--- config.mk ---
export PLATFORM = sky130hd
export DESIGN_NAME = layer_zorder_stack_core_flat
export DESIGN_NICKNAME = d
export VERILOG_FILES = /design/src/rtl/core/lzs_pkg.sv /design/src/rtl/core/lzs_in_if.sv /design/src/rtl/core/lzs_out_if.sv /design/src/rtl/core/lzs_ram.sv /design/src/rtl/core/layer_zorder_stack_core.sv /design/src/flat_wrapper.sv
export VERILOG_INCLUDE_DIRS = /design/src /design/src/rtl/core
export SDC_FILE = /design/constraint.sdc
export NUM_CORES = 2
export LEC_CHECK = 0
export ABC_CLOCK_PERIOD_IN_PS = 5850
export BUFFER_PORTS_ARGS = -buffer_cell sky130_fd_sc_hd__buf_2
export CAP_MARGIN = 40
export CELL_PAD_IN_SITES_DETAIL_PLACEMENT = 1
export CELL_PAD_IN_SITES_GLOBAL_PLACEMENT = 1
export CORE_ASPECT_RATIO = 0.5
export CORE_MARGIN = 3
export CORE_UTILIZATION = 53
export CTS_CLUSTER_SIZE = 24
export DETAILED_ROUTE_END_ITERATION = 7
export PLACE_DENSITY_LB_ADDON = 0.1
export REMOVE_ABC_BUFFERS = 1
export SETUP_SLACK_MARGIN = 0.02
export SLEW_MARGIN = 40
export SYNTH_ARGS = -nofsm -noshare
export SYNTH_HDL_FRONTEND = slang
export SYNTH_SLANG_ARGS = --single-unit
--- constraint.sdc ---
create_clock -name clk -period 5.85 [get_ports clk]
set_input_delay 0.2925 -clock clk [delete_from_list [all_inputs] [get_ports clk]]
set_output_delay 0.2925 -clock clk [all_outputs]
set_load 0.01 [all_outputs]
--- src/rtl/core/layer_zorder_stack_core_macros.svh ---
// assertion macros used by the layer z-order stack core
`ifndef LAYER_ZORDER_STACK_CORE_MACROS_SVH
`define LAYER_ZORDER_STACK_CORE_MACROS_SVH

// same-cycle implication, checked on clk outside reset
`define LZS_CHECK_NOW(lbl, ante, cons, msg) \
  lbl: assert property (@(posedge clk) disable iff (!rst_n) (ante) |-> (cons)) \
    else $error(msg);

// next-cycle implication, checked on clk outside reset
`define LZS_CHECK_NEXT(lbl, ante, cons, msg) \
  lbl: assert property (@(posedge clk) disable iff (!rst_n) (ante) |=> (cons)) \
    else $error(msg);

`endif

--- src/rtl/core/lzs_pkg.sv ---
// types and constants of the layer z-order stack
`timescale 1ns / 1ps
package lzs_pkg;

  localparam int OP_W     = 2;
  localparam int LAYER_W  = 6;
  localparam int REQ_W    = 8;
  localparam int HEIGHT_W = 7;
  localparam int RANGE_W  = 7;

  typedef enum logic [OP_W-1:0] {
    OP_ALLOC = 2'd0,
    OP_SET   = 2'd1,
    OP_FREE  = 2'd2,
    OP_NOP   = 2'd3
  } op_t;

  localparam logic STATUS_DONE = 1'b0;
  localparam logic STATUS_FULL = 1'b1;

endpackage

--- src/rtl/core/lzs_in_if.sv ---
// command word channel of the layer z-order stack
`timescale 1ns / 1ps
interface lzs_in_if;
  logic                                     valid;
  logic                                     ready;
  lzs_pkg::op_t                             operation;
  logic [lzs_pkg::LAYER_W-1:0]              layer;
  logic signed [lzs_pkg::REQ_W-1:0]         requested_height;

  modport source (output valid, output operation, output layer, output requested_height,
                  input ready);
  modport sink (input valid, input operation, input layer, input requested_height,
                output ready);
endinterface

--- src/rtl/core/lzs_out_if.sv ---
// result word channel of the layer z-order stack
`timescale 1ns / 1ps
interface lzs_out_if;
  logic                                     valid;
  logic                                     ready;
  logic                                     status;
  logic [lzs_pkg::LAYER_W-1:0]              layer_out;
  logic signed [lzs_pkg::HEIGHT_W-1:0]      new_height;
  logic signed [lzs_pkg::HEIGHT_W-1:0]      top_height;
  logic                                     refresh_needed;
  logic [lzs_pkg::RANGE_W-1:0]              map_from;
  logic [lzs_pkg::RANGE_W-1:0]              draw_from;
  logic signed [lzs_pkg::RANGE_W-1:0]       draw_to;

  modport source (output valid, output status, output layer_out, output new_height,
                  output top_height, output refresh_needed, output map_from,
                  output draw_from, output draw_to, input ready);
  modport sink (input valid, input status, input layer_out, input new_height,
                input top_height, input refresh_needed, input map_from,
                input draw_from, input draw_to, output ready);
endinterface

--- src/rtl/core/lzs_ram.sv ---
// generic simple dual-port ram, one write and one registered read port
`timescale 1ns / 1ps
module lzs_ram #(
  parameter int WIDTH = 8,
  parameter int DEPTH = 64
) (
  input  logic                     clk,
  input  logic                     we,
  input  logic [$clog2(DEPTH)-1:0] waddr,
  input  logic [WIDTH-1:0]         wdata,
  input  logic [$clog2(DEPTH)-1:0] raddr,
  output logic [WIDTH-1:0]         rd_data
);

  logic [WIDTH-1:0] mem_r [DEPTH];
  logic [WIDTH-1:0] rd_data_r;

  always_ff @(posedge clk) begin
    if (we) begin
      mem_r[waddr] <= wdata;
    end
    rd_data_r <= mem_r[raddr];
  end

  assign rd_data = rd_data_r;

endmodule

--- src/rtl/core/layer_zorder_stack_core.sv ---
// layer z-order stack: top level with sequencer and two state rams
// channels: in_ch takes one command word (allocate, set height, free, no-op),
//   out_ch returns one result word per command, both valid/ready handshaked
// sequence from the accepting edge to out_ch.valid: allocate reads the info ram,
//   one entry per cycle, until it finds a free layer or reports full at the last;
//   set height and free look the layer up, shift the n layers in between in the
//   order ram (at most LAYERS-1), then place the layer if it takes a new visible
//   height; no-op, set height on an unused layer and a layer out of range go
//   straight to the result
// throughput: one command at a time; the order ram walk moves one height per
//   cycle, and no new command is taken until the result is loaded
// reset: rst_n low for one clock empties the stack: no layer in use, all
//   heights hidden, top at -1; no clearing pass, the info ram is masked by
//   per-entry written flags
// stall: a finished result waits in the output register while out_ch.ready is
//   low; the next command is still taken and runs until its own result is due
`timescale 1ns / 1ps
`include "layer_zorder_stack_core_macros.svh"
module layer_zorder_stack_core #(
  parameter int LAYERS = 64
) (
  input logic          clk,
  input logic          rst_n,
  lzs_in_if.sink       in_ch,
  lzs_out_if.source    out_ch
);

  // layer index, count and signed height widths
  localparam int LW  = $clog2(LAYERS);
  localparam int CNW = $clog2(LAYERS + 1);
  localparam int HW  = CNW + 1;
  localparam int CW  = ((HW > lzs_pkg::REQ_W) ? HW : lzs_pkg::REQ_W) + 1;
  localparam int IW  = HW + 1;

  typedef enum logic [6:0] {
    ST_IDLE  = 7'b0000001,
    ST_ALLOC = 7'b0000010,
    ST_LOOK  = 7'b0000100,
    ST_SETUP = 7'b0001000,
    ST_SHIFT = 7'b0010000,
    ST_PLACE = 7'b0100000,
    ST_FIN   = 7'b1000000
  } state_t;

  state_t                         state_r, state_nxt;

  // command being worked on
  lzs_pkg::op_t                   op_r, op_nxt;
  logic [LW-1:0]                  lay_r, lay_nxt;
  logic signed [lzs_pkg::REQ_W-1:0] want_r, want_nxt;

  // stack state kept in flops
  logic signed [HW-1:0]           top_r, top_nxt;
  logic [LAYERS-1:0]              valid_r, valid_nxt;

  // info ram read tracking and move parameters
  logic [LW-1:0]                  info_ra_r, info_ra_nxt;
  logic signed [HW-1:0]           old_r, old_nxt;
  logic signed [HW-1:0]           nh_r, nh_nxt;
  logic                           use_new_r, use_new_nxt;
  logic [LW-1:0]                  dst_r, dst_nxt;
  logic [LW-1:0]                  wdst_r, wdst_nxt;
  logic [CNW-1:0]                 rem_r, rem_nxt;
  logic                           down_r, down_nxt;
  logic                           place_r, place_nxt;
  logic                           pend_r, pend_nxt;

  // result fields
  logic                           res_status_r, res_status_nxt;
  logic [lzs_pkg::LAYER_W-1:0]    res_layer_r, res_layer_nxt;
  logic signed [HW-1:0]           res_nh_r, res_nh_nxt;
  logic                           rf_need_r, rf_need_nxt;
  logic signed [HW-1:0]           rf_map_r, rf_map_nxt;
  logic signed [HW-1:0]           rf_dfrom_r, rf_dfrom_nxt;
  logic signed [HW-1:0]           rf_dto_r, rf_dto_nxt;

  // output register
  logic                           out_valid_r, out_valid_nxt;
  logic                           out_load;
  logic                           out_status_r;
  logic [lzs_pkg::LAYER_W-1:0]    out_layer_r;
  logic signed [lzs_pkg::HEIGHT_W-1:0] out_nh_r;
  logic signed [lzs_pkg::HEIGHT_W-1:0] out_top_r;
  logic                           out_refresh_r;
  logic [lzs_pkg::RANGE_W-1:0]    out_map_r;
  logic [lzs_pkg::RANGE_W-1:0]    out_dfrom_r;
  logic signed [lzs_pkg::RANGE_W-1:0] out_dto_r;

  // info ram: {in use, height} per layer
  logic                           info_we;
  logic [LW-1:0]                  info_waddr;
  logic [IW-1:0]                  info_wdata;
  logic [LW-1:0]                  info_raddr;
  logic [IW-1:0]                  info_rd;

  // order ram: layer at each visible height
  logic                           order_we;
  logic [LW-1:0]                  order_waddr;
  logic [LW-1:0]                  order_wdata;
  logic [LW-1:0]                  order_raddr;
  logic [LW-1:0]                  order_rd;

  logic                           in_accept;
  logic                           lay_ok;
  logic                           info_use;
  logic signed [HW-1:0]           info_h;
  logic signed [HW-1:0]           top_p1;
  logic signed [CW-1:0]           want_w, lim_w, clamp_w;
  logic                           mv_down, mv_up;

  lzs_ram #(.WIDTH(IW), .DEPTH(LAYERS)) u_info_ram (
    .clk     (clk),
    .we      (info_we),
    .waddr   (info_waddr),
    .wdata   (info_wdata),
    .raddr   (info_raddr),
    .rd_data (info_rd)
  );

  lzs_ram #(.WIDTH(LW), .DEPTH(LAYERS)) u_order_ram (
    .clk     (clk),
    .we      (order_we),
    .waddr   (order_waddr),
    .wdata   (order_wdata),
    .raddr   (order_raddr),
    .rd_data (order_rd)
  );

  assign in_ch.ready = (state_r == ST_IDLE);
  assign in_accept   = in_ch.valid && in_ch.ready;
  assign lay_ok      = (int'(in_ch.layer) < LAYERS);

  // entries never written read as a free, hidden layer
  assign info_use = valid_r[info_ra_r] & info_rd[IW-1];
  assign info_h   = valid_r[info_ra_r] ? $signed(info_rd[HW-1:0]) : HW'(-1);
  assign top_p1   = top_r + HW'(1);

  // height clamp: -1 .. top for a visible layer, -1 .. top+1 for a hidden one
  always_comb begin
    want_w = CW'(want_r);
    lim_w  = (info_h >= 0) ? CW'(top_r) : CW'(top_p1);
    clamp_w = (want_w > lim_w) ? lim_w : want_w;
    if (clamp_w < CW'(-1)) begin
      clamp_w = CW'(-1);
    end
  end

  assign mv_down = (old_r > nh_r);
  assign mv_up   = (nh_r > old_r);

  always_comb begin
    state_nxt      = state_r;
    op_nxt         = op_r;
    lay_nxt        = lay_r;
    want_nxt       = want_r;
    top_nxt        = top_r;
    valid_nxt      = valid_r;
    info_ra_nxt    = info_ra_r;
    old_nxt        = old_r;
    nh_nxt         = nh_r;
    use_new_nxt    = use_new_r;
    dst_nxt        = dst_r;
    wdst_nxt       = wdst_r;
    rem_nxt        = rem_r;
    down_nxt       = down_r;
    place_nxt      = place_r;
    pend_nxt       = pend_r;
    res_status_nxt = res_status_r;
    res_layer_nxt  = res_layer_r;
    res_nh_nxt     = res_nh_r;
    rf_need_nxt    = rf_need_r;
    rf_map_nxt     = rf_map_r;
    rf_dfrom_nxt   = rf_dfrom_r;
    rf_dto_nxt     = rf_dto_r;
    out_load       = 1'b0;
    out_valid_nxt  = out_valid_r && !out_ch.ready;

    info_we     = 1'b0;
    info_waddr  = lay_r;
    info_wdata  = {1'b0, HW'(-1)};
    info_raddr  = info_ra_r;
    order_we    = 1'b0;
    order_waddr = wdst_r;
    order_wdata = order_rd;
    order_raddr = dst_r;

    case (state_r)
      ST_IDLE: begin
        if (in_accept) begin
          op_nxt         = in_ch.operation;
          lay_nxt        = LW'(in_ch.layer);
          want_nxt       = in_ch.requested_height;
          res_status_nxt = lzs_pkg::STATUS_DONE;
          res_layer_nxt  = in_ch.layer;
          res_nh_nxt     = HW'(-1);
          rf_need_nxt    = 1'b0;
          rf_map_nxt     = '0;
          rf_dfrom_nxt   = '0;
          rf_dto_nxt     = HW'(-1);
          if (in_ch.operation == lzs_pkg::OP_ALLOC) begin
            info_raddr  = '0;
            info_ra_nxt = '0;
            state_nxt   = ST_ALLOC;
          end else if (lay_ok) begin
            info_raddr  = LW'(in_ch.layer);
            info_ra_nxt = LW'(in_ch.layer);
            state_nxt   = ST_LOOK;
          end else begin
            state_nxt = ST_FIN;
          end
        end
      end
      ST_ALLOC: begin
        // data of info_ra_r is here; next entry is fetched meanwhile
        if (!info_use) begin
          info_we       = 1'b1;
          info_waddr    = info_ra_r;
          info_wdata    = {1'b1, HW'(-1)};
          res_layer_nxt = lzs_pkg::LAYER_W'(info_ra_r);
          state_nxt     = ST_FIN;
        end else if (info_ra_r == LW'(LAYERS - 1)) begin
          res_status_nxt = lzs_pkg::STATUS_FULL;
          res_layer_nxt  = '0;
          state_nxt      = ST_FIN;
        end else begin
          info_raddr  = info_ra_r + LW'(1);
          info_ra_nxt = info_ra_r + LW'(1);
        end
      end
      ST_LOOK: begin
        old_nxt = info_h;
        if (op_r == lzs_pkg::OP_SET && info_use) begin
          nh_nxt      = HW'(clamp_w);
          use_new_nxt = 1'b1;
          state_nxt   = ST_SETUP;
        end else if (op_r == lzs_pkg::OP_FREE) begin
          nh_nxt      = HW'(-1);
          use_new_nxt = 1'b0;
          state_nxt   = ST_SETUP;
        end else begin
          res_nh_nxt = info_h;
          state_nxt  = ST_FIN;
        end
      end
      ST_SETUP: begin
        info_we    = 1'b1;
        info_waddr = lay_r;
        info_wdata = {use_new_r, nh_r};
        res_nh_nxt = nh_r;
        pend_nxt   = 1'b0;
        place_nxt  = 1'b1;
        if (mv_down && nh_r >= 0) begin
          // lowered: layers in between move up one place
          dst_nxt      = LW'(old_r);
          down_nxt     = 1'b1;
          rem_nxt      = CNW'(old_r - nh_r);
          rf_map_nxt   = nh_r + HW'(1);
          rf_dfrom_nxt = nh_r + HW'(1);
          rf_dto_nxt   = old_r;
        end else if (mv_down) begin
          // hidden: layers above close the gap
          dst_nxt      = LW'(old_r);
          down_nxt     = 1'b0;
          rem_nxt      = CNW'(top_r - old_r);
          place_nxt    = 1'b0;
          top_nxt      = top_r - HW'(1);
          rf_map_nxt   = '0;
          rf_dfrom_nxt = '0;
          rf_dto_nxt   = old_r - HW'(1);
        end else if (old_r >= 0) begin
          // raised: layers in between move down one place
          dst_nxt      = LW'(old_r);
          down_nxt     = 1'b0;
          rem_nxt      = CNW'(nh_r - old_r);
          rf_map_nxt   = nh_r;
          rf_dfrom_nxt = nh_r;
          rf_dto_nxt   = nh_r;
        end else begin
          // inserted: layers from nh up move up one place
          dst_nxt      = LW'(top_p1);
          down_nxt     = 1'b1;
          rem_nxt      = CNW'(top_p1 - nh_r);
          top_nxt      = top_p1;
          rf_map_nxt   = nh_r;
          rf_dfrom_nxt = nh_r;
          rf_dto_nxt   = nh_r;
        end
        if (mv_down || mv_up) begin
          rf_need_nxt = 1'b1;
          if (rem_nxt != '0) begin
            state_nxt = ST_SHIFT;
          end else if (place_nxt) begin
            state_nxt = ST_PLACE;
          end else begin
            state_nxt = ST_FIN;
          end
        end else begin
          rf_map_nxt   = '0;
          rf_dfrom_nxt = '0;
          rf_dto_nxt   = HW'(-1);
          top_nxt      = top_r;
          state_nxt    = ST_FIN;
        end
      end
      ST_SHIFT: begin
        // read order[src]; in the cycle after, write it at dst and renumber that layer
        if (rem_r != '0) begin
          order_raddr = down_r ? (dst_r - LW'(1)) : (dst_r + LW'(1));
          wdst_nxt    = dst_r;
          dst_nxt     = down_r ? (dst_r - LW'(1)) : (dst_r + LW'(1));
          rem_nxt     = rem_r - CNW'(1);
          pend_nxt    = 1'b1;
        end else begin
          pend_nxt = 1'b0;
        end
        if (pend_r) begin
          order_we    = 1'b1;
          order_waddr = wdst_r;
          order_wdata = order_rd;
          info_we     = 1'b1;
          info_waddr  = order_rd;
          info_wdata  = {1'b1, {(HW - LW){1'b0}}, wdst_r};
        end
        if (rem_r == '0) begin
          state_nxt = place_r ? ST_PLACE : ST_FIN;
        end
      end
      ST_PLACE: begin
        order_we    = 1'b1;
        order_waddr = LW'(nh_r);
        order_wdata = lay_r;
        state_nxt   = ST_FIN;
      end
      ST_FIN: begin
        if (!out_valid_r || out_ch.ready) begin
          out_load      = 1'b1;
          out_valid_nxt = 1'b1;
          state_nxt     = ST_IDLE;
        end
      end
      default: begin
        state_nxt = ST_IDLE;
      end
    endcase

    if (info_we) begin
      valid_nxt[info_waddr] = 1'b1;
    end
  end

  // control state
  always_ff @(posedge clk) begin
    if (!rst_n) begin
      state_r     <= ST_IDLE;
      top_r       <= HW'(-1);
      valid_r     <= '0;
      out_valid_r <= 1'b0;
      pend_r      <= 1'b0;
      rem_r       <= '0;
    end else begin
      state_r     <= state_nxt;
      top_r       <= top_nxt;
      valid_r     <= valid_nxt;
      out_valid_r <= out_valid_nxt;
      pend_r      <= pend_nxt;
      rem_r       <= rem_nxt;
    end
  end

  // working payload
  always_ff @(posedge clk) begin
    op_r         <= op_nxt;
    lay_r        <= lay_nxt;
    want_r       <= want_nxt;
    info_ra_r    <= info_ra_nxt;
    old_r        <= old_nxt;
    nh_r         <= nh_nxt;
    use_new_r    <= use_new_nxt;
    dst_r        <= dst_nxt;
    wdst_r       <= wdst_nxt;
    down_r       <= down_nxt;
    place_r      <= place_nxt;
    res_status_r <= res_status_nxt;
    res_layer_r  <= res_layer_nxt;
    res_nh_r     <= res_nh_nxt;
    rf_need_r    <= rf_need_nxt;
    rf_map_r     <= rf_map_nxt;
    rf_dfrom_r   <= rf_dfrom_nxt;
    rf_dto_r     <= rf_dto_nxt;
  end

  // result word register
  always_ff @(posedge clk) begin
    if (out_load) begin
      out_status_r  <= res_status_r;
      out_layer_r   <= res_layer_r;
      out_nh_r      <= lzs_pkg::HEIGHT_W'(res_nh_r);
      out_top_r     <= lzs_pkg::HEIGHT_W'(top_r);
      out_refresh_r <= rf_need_r;
      out_map_r     <= lzs_pkg::RANGE_W'(rf_map_r);
      out_dfrom_r   <= lzs_pkg::RANGE_W'(rf_dfrom_r);
      out_dto_r     <= lzs_pkg::RANGE_W'(rf_dto_r);
    end
  end

  assign out_ch.valid          = out_valid_r;
  assign out_ch.status         = out_status_r;
  assign out_ch.layer_out      = out_layer_r;
  assign out_ch.new_height     = out_nh_r;
  assign out_ch.top_height     = out_top_r;
  assign out_ch.refresh_needed = out_refresh_r;
  assign out_ch.map_from       = out_map_r;
  assign out_ch.draw_from      = out_dfrom_r;
  assign out_ch.draw_to        = out_dto_r;

  // top stays within the stack
  `LZS_CHECK_NOW(a_top_range, 1'b1, (top_r >= -1) && (top_r < LAYERS), "top out of range")
  // a taken command always starts work
  `LZS_CHECK_NEXT(a_busy_after_accept, in_accept, state_r != ST_IDLE, "idle after accept")
  // order ram is only written inside the visible stack
  `LZS_CHECK_NOW(a_order_in_stack, order_we, $signed({1'b0, order_waddr}) <= top_r,
                 "order write above top")

endmodule
--- src/flat_wrapper.sv ---
// flat-port wrapper written by rule: the top's interface ports become plain ports
module layer_zorder_stack_core_flat 
#(
  parameter int LAYERS = 64
)
  (clk, rst_n, in_ch_valid, in_ch_operation, in_ch_layer, in_ch_requested_height, in_ch_ready, out_ch_valid, out_ch_status, out_ch_layer_out, out_ch_new_height, out_ch_top_height, out_ch_refresh_needed, out_ch_map_from, out_ch_draw_from, out_ch_draw_to, out_ch_ready);
  lzs_in_if in_ch_i ();
  lzs_out_if out_ch_i ();
  input logic clk;
  input logic rst_n;
  input wire logic [$bits(in_ch_i.valid)-1:0] in_ch_valid;
  input wire logic [$bits(in_ch_i.operation)-1:0] in_ch_operation;
  input wire logic [$bits(in_ch_i.layer)-1:0] in_ch_layer;
  input wire logic [$bits(in_ch_i.requested_height)-1:0] in_ch_requested_height;
  output wire logic [$bits(in_ch_i.ready)-1:0] in_ch_ready;
  output wire logic [$bits(out_ch_i.valid)-1:0] out_ch_valid;
  output wire logic [$bits(out_ch_i.status)-1:0] out_ch_status;
  output wire logic [$bits(out_ch_i.layer_out)-1:0] out_ch_layer_out;
  output wire logic [$bits(out_ch_i.new_height)-1:0] out_ch_new_height;
  output wire logic [$bits(out_ch_i.top_height)-1:0] out_ch_top_height;
  output wire logic [$bits(out_ch_i.refresh_needed)-1:0] out_ch_refresh_needed;
  output wire logic [$bits(out_ch_i.map_from)-1:0] out_ch_map_from;
  output wire logic [$bits(out_ch_i.draw_from)-1:0] out_ch_draw_from;
  output wire logic [$bits(out_ch_i.draw_to)-1:0] out_ch_draw_to;
  input wire logic [$bits(out_ch_i.ready)-1:0] out_ch_ready;
  assign in_ch_i.valid = in_ch_valid;
  assign in_ch_i.operation = in_ch_operation;
  assign in_ch_i.layer = in_ch_layer;
  assign in_ch_i.requested_height = in_ch_requested_height;
  assign in_ch_ready = in_ch_i.ready;
  assign out_ch_valid = out_ch_i.valid;
  assign out_ch_status = out_ch_i.status;
  assign out_ch_layer_out = out_ch_i.layer_out;
  assign out_ch_new_height = out_ch_i.new_height;
  assign out_ch_top_height = out_ch_i.top_height;
  assign out_ch_refresh_needed = out_ch_i.refresh_needed;
  assign out_ch_map_from = out_ch_i.map_from;
  assign out_ch_draw_from = out_ch_i.draw_from;
  assign out_ch_draw_to = out_ch_i.draw_to;
  assign out_ch_i.ready = out_ch_ready;
  layer_zorder_stack_core #(.LAYERS(LAYERS)) u_core (.clk(clk), .rst_n(rst_n), .in_ch(in_ch_i), .out_ch(out_ch_i));
endmodule
==> reports/qor.csv <==
metric,value,unit
status,"complete, no violations",
"Seq/Total Area, Yosys",70.1,%
Sink Count,1181,
cells after synthesis,3437,
vias in the first global route,31300,
post-place setup slack,0.709,ns
gpl congestion,0.887,
Final Hold Vio Count,0,
crit-path cells,mux4_2 -> mux2i_1 -> a221o_1 -> o2bb2ai_2 -> buf_4 -> nand2b_1 -> a21oi_1 -> ha_1 -> nor2b_1 -> o21a_1 -> o21ai_0 -> nand2b_1 -> a21oi_1 -> nor2b_1 -> o21ai_0 -> a31oi_1 -> mux2i_1 -> and2_1 -> o21ai_0,
Post-CTS Setup Inserts,0,
worst min-delay path category,input pin to flop,
Final TNS setup,0,ns
ratio of cells with drive above 1 in the final layout,14.7,%
leak pwr,19.3,nW
actual slew at the worst max-slew pin,0.838,ns
Post-synth EDFFs,1072,
first-pass GRT wire length,205,mm
gr ovfl total,0,
Nets,3621,
#FFs+latches synth,1181,
FP Rows,78,
r2r setup slk,0.54,ns
Via Count,30300,
final instance area,54800,um2
Tot GR Track Use,28.3,%
Mapped Area,49000,um2
crit path time final,5.31,ns
synth warn,0,
Critical path destination,u_core.nh_r[5]$_SDFFCE_PP1P_,
Routed Antenna Nets,0,
setup ws final,0.542,ns
power per cell area,358,nW/um2
Reg2Reg Depth,19,
VDD IR-drop max,0.343,mV
Synth top area share,65.6,%
max_slew headroom,43.7,%
max cap viols,0,
R2R Path End,u_core.nh_r[5]$_SDFFCE_PP1P_,
Core Area,91200,um2
"Slew Viols, Final",0,
Vias/cell,6.21,
Clock Skew,0.0255,ns
initial antenna violation count,6,
worst-path maximum fanout,16,
WP data required,6.28,ns
Area Growth Syn to Fin,11.8,%
initial core utilization,53.8,%
hpwl dp,87.8,mm
Post-DP Area,51100,um2
CP startpoint kind,flop,
Worst Setup SP,u_core.info_ra_r[1]$_DFF_P_,
"top cells by area, synth","edfxtp_1 (66%), mux4_2 (5.3%), dfxtp_1 (4.5%), nand2_1 (4.0%), a21oi_1 (2.6%)",
ys async rst share,0,%
Die Span X,436,um
reg2reg start,u_core.info_ra_r[1]$_DFF_P_,
arrival time worst endpoint,5.74,ns
total wire length,137,mm
top_reg_cell synth,edfxtp_1,
drt drc,0,
Detailed Route Iter0 Violations,3163,
endpoint class of the critical path,flop,
deepest clock path buffer count,3,
WL/cell,28.0,um
largest net degree at the start of global routing,106,
final period utilization,90.7,%
root buf cell,clkbuf_16,
CTS tree,built,
CP top delay family,compound AO/OA/AOI/OAI gates,
io pins,65,
Worst Path Buf+Inv,1,
Worst path depth,19,
syn_area_per_cell,14.3,um2
slowest CP cell,dfxtp_1,
"Setup violations, final",0,
# port buffers,64,
cell taking the most area after synthesis,edfxtp_1,
CP max stage delay,0.73,ns
Peak Freq,0.188,GHz
RSZ-0062 raised after global routing,no,
CP Class,flop to flop,
depth of the CTS H-tree,3,
"Distinct cells, synth",81,
"CTS clk-pin slew, worst paths",0.07,ns
Cells after DPL,4665,
CP dominant cell by count,o21ai_0,
TritonCTS Buffers,102,
DRT Pass-1 Iters,5,
Non-Filler Instances,4880,
hold slack,0.0989,ns
Die ar.,96400,um2
Vert. Die Dim,221,um
Skew-Pair Late Insertion Delay,0.71,ns
==> cells by family (layout without fill, tap and decap cells) <==
logic type	after synthesis	in the layout	synth area share (%)
buffers and inverters	248	449	2.52
AND/OR/NAND/NOR	1050	1050	9.41
adder cells (fa/ha/maj)	52	52	1.40
XOR/XNOR	51	51	0.926
flip-flops	1181	1181	70.1
AO/OA/AOI/OAI	666	666	8.82
multiplexers	189	189	6.82
other	0	2	0
==> where the power goes <==
part	switching [W]	internal, W
combinational	0.00216	0.000871
sequential	0.000194	0.00920
clock	0.00316	0.00404
==> Yosys cell counts (21+ instances only) <==
cell type,count
a311oi_1,28
nor2_1,189
xnor2_1,37
mux2i_1,65
o22ai_1,37
a21oi_1,253
buf_2,82
nor3_1,30
o21ai_0,57
mux4_2,115
nand2_1,523
a21o_1,21
nand3_1,145
clkbuf_1,71
and3_1,24
nor2b_1,42
buf_4,27
o21a_1,74
ha_1,47
edfxtp_1,1072
a221oi_1,25
inv_1,40
dfxtp_1,109
a211oi_1,26
a22oi_1,60
==> flip-flops by register name, summed over array words and instances (netlist names), 8 cells and up <==
name and flops:
u_core.top_r 8, u_core.u_info_ram.mem_r 576, u_core.valid_r 64, u_core.u_info_ram.rd_data 9
u_core.old_r 8, u_core.u_order_ram.mem_r 384, u_core.nh_r 8, u_core.want_r 8
==> metal layers <==
layer  vias to the layer above  GRT usage, %  share of wire (%)
li1                      13300             -                  -
met1                     15800          40.5                 43
met2                      1042          45.4                 48
met3                       203          4.64                6.9
met4                         6          7.54                2.4
met5                         -             0              0.028
==> cell type report <==
class / count / area [um2]
fillers: 8558 / 36300
repair buffers: 207 / 1580
clock buffers: 137 / 2870
diodes: 2 / 5.00
multi-input cells: 2008 / 13600
flip-flops and latches: 1181 / 34400
clock inverters: 56 / 638
well taps: 1240 / 1550
inverters: 49 / 194
==> metrics by stage <==
step                total power [W]  util, %
floorplan                    0.0113        -
global placement             0.0125     55.9
detailed placement           0.0125     56.0
CTS                          0.0197     60.1
global route                 0.0203     60.2
finish                       0.0196     60.2
==> worst reg2reg max path, delay by kind of cell, from the launching register on <==
kind	cells	cell delay [ns]
and+or+nand+nor	5	0.88
buffers and inverters	1	0.26
adders and majority gates	1	0.29
DFF	1	0.73
AOI/OAI and AO/OA	9	2.21
muxes	3	0.64
==> worst min path at each step <==
stage                                        startpoint                                     to  cells past startpoint
after floorplan                                   rst_n           u_core.top_r[0]$_SDFFE_PN1P_                      1
after global placement     u_core.res_nh_r[5]$_DFFE_PP_  u_core.out_ch.new_height[5]$_DFFE_PP_                      0
after detailed placement  u_core.res_status_r$_DFFE_PP_         u_core.out_ch.status$_DFFE_PP_                      0
after CTS                                  out_ch_ready         u_core.state_r[6]$_SDFFE_PN0P_                      4
after global routing                       out_ch_ready         u_core.out_ch.valid$_SDFF_PN0_                      3
final                                      out_ch_ready         u_core.state_r[6]$_SDFFE_PN0P_                      4
==> repair_timing <==
action	CTS	global route
hold buffers	18	0
setup endpoints to repair	0	0
resized for setup	0	0
hold endpoints to repair	31	0
==> placed cells by master, fill, tap and decap left out, types with 11 or more instances in the layout <==
master | Yosys | final
a211oi_1 | 26 | 26
a21o_1 | 21 | 21
a21oi_1 | 253 | 251
a221oi_1 | 25 | 25
a22oi_1 | 60 | 60
a311oi_1 | 28 | 25
a31oi_1 | 14 | 14
and2_1 | 19 | 18
and3_1 | 24 | 24
buf_2 | 82 | 63
buf_4 | 27 | 112
bufinv_16 | 0 | 13
clkbuf_1 | 71 | 23
clkbuf_16 | 0 | 108
clkinv_1 | 3 | 15
clkinv_2 | 0 | 23
dfxtp_1 | 109 | 108
dlygate4sd3_1 | 0 | 18
edfxtp_1 | 1072 | 1072
ha_1 | 47 | 47
inv_1 | 40 | 41
mux2i_1 | 65 | 62
mux4_2 | 115 | 115
nand2_1 | 523 | 516
nand2b_1 | 19 | 19
nand3_1 | 145 | 139
nor2_1 | 189 | 177
nor2_2 | 5 | 16
nor2b_1 | 42 | 41
nor3_1 | 30 | 30
nor4_1 | 17 | 16
o211ai_1 | 11 | 11
o21a_1 | 74 | 73
o21ai_0 | 57 | 57
o22ai_1 | 37 | 37
xnor2_1 | 37 | 37
xor2_1 | 13 | 13
(Power assumes the default switching activity.)
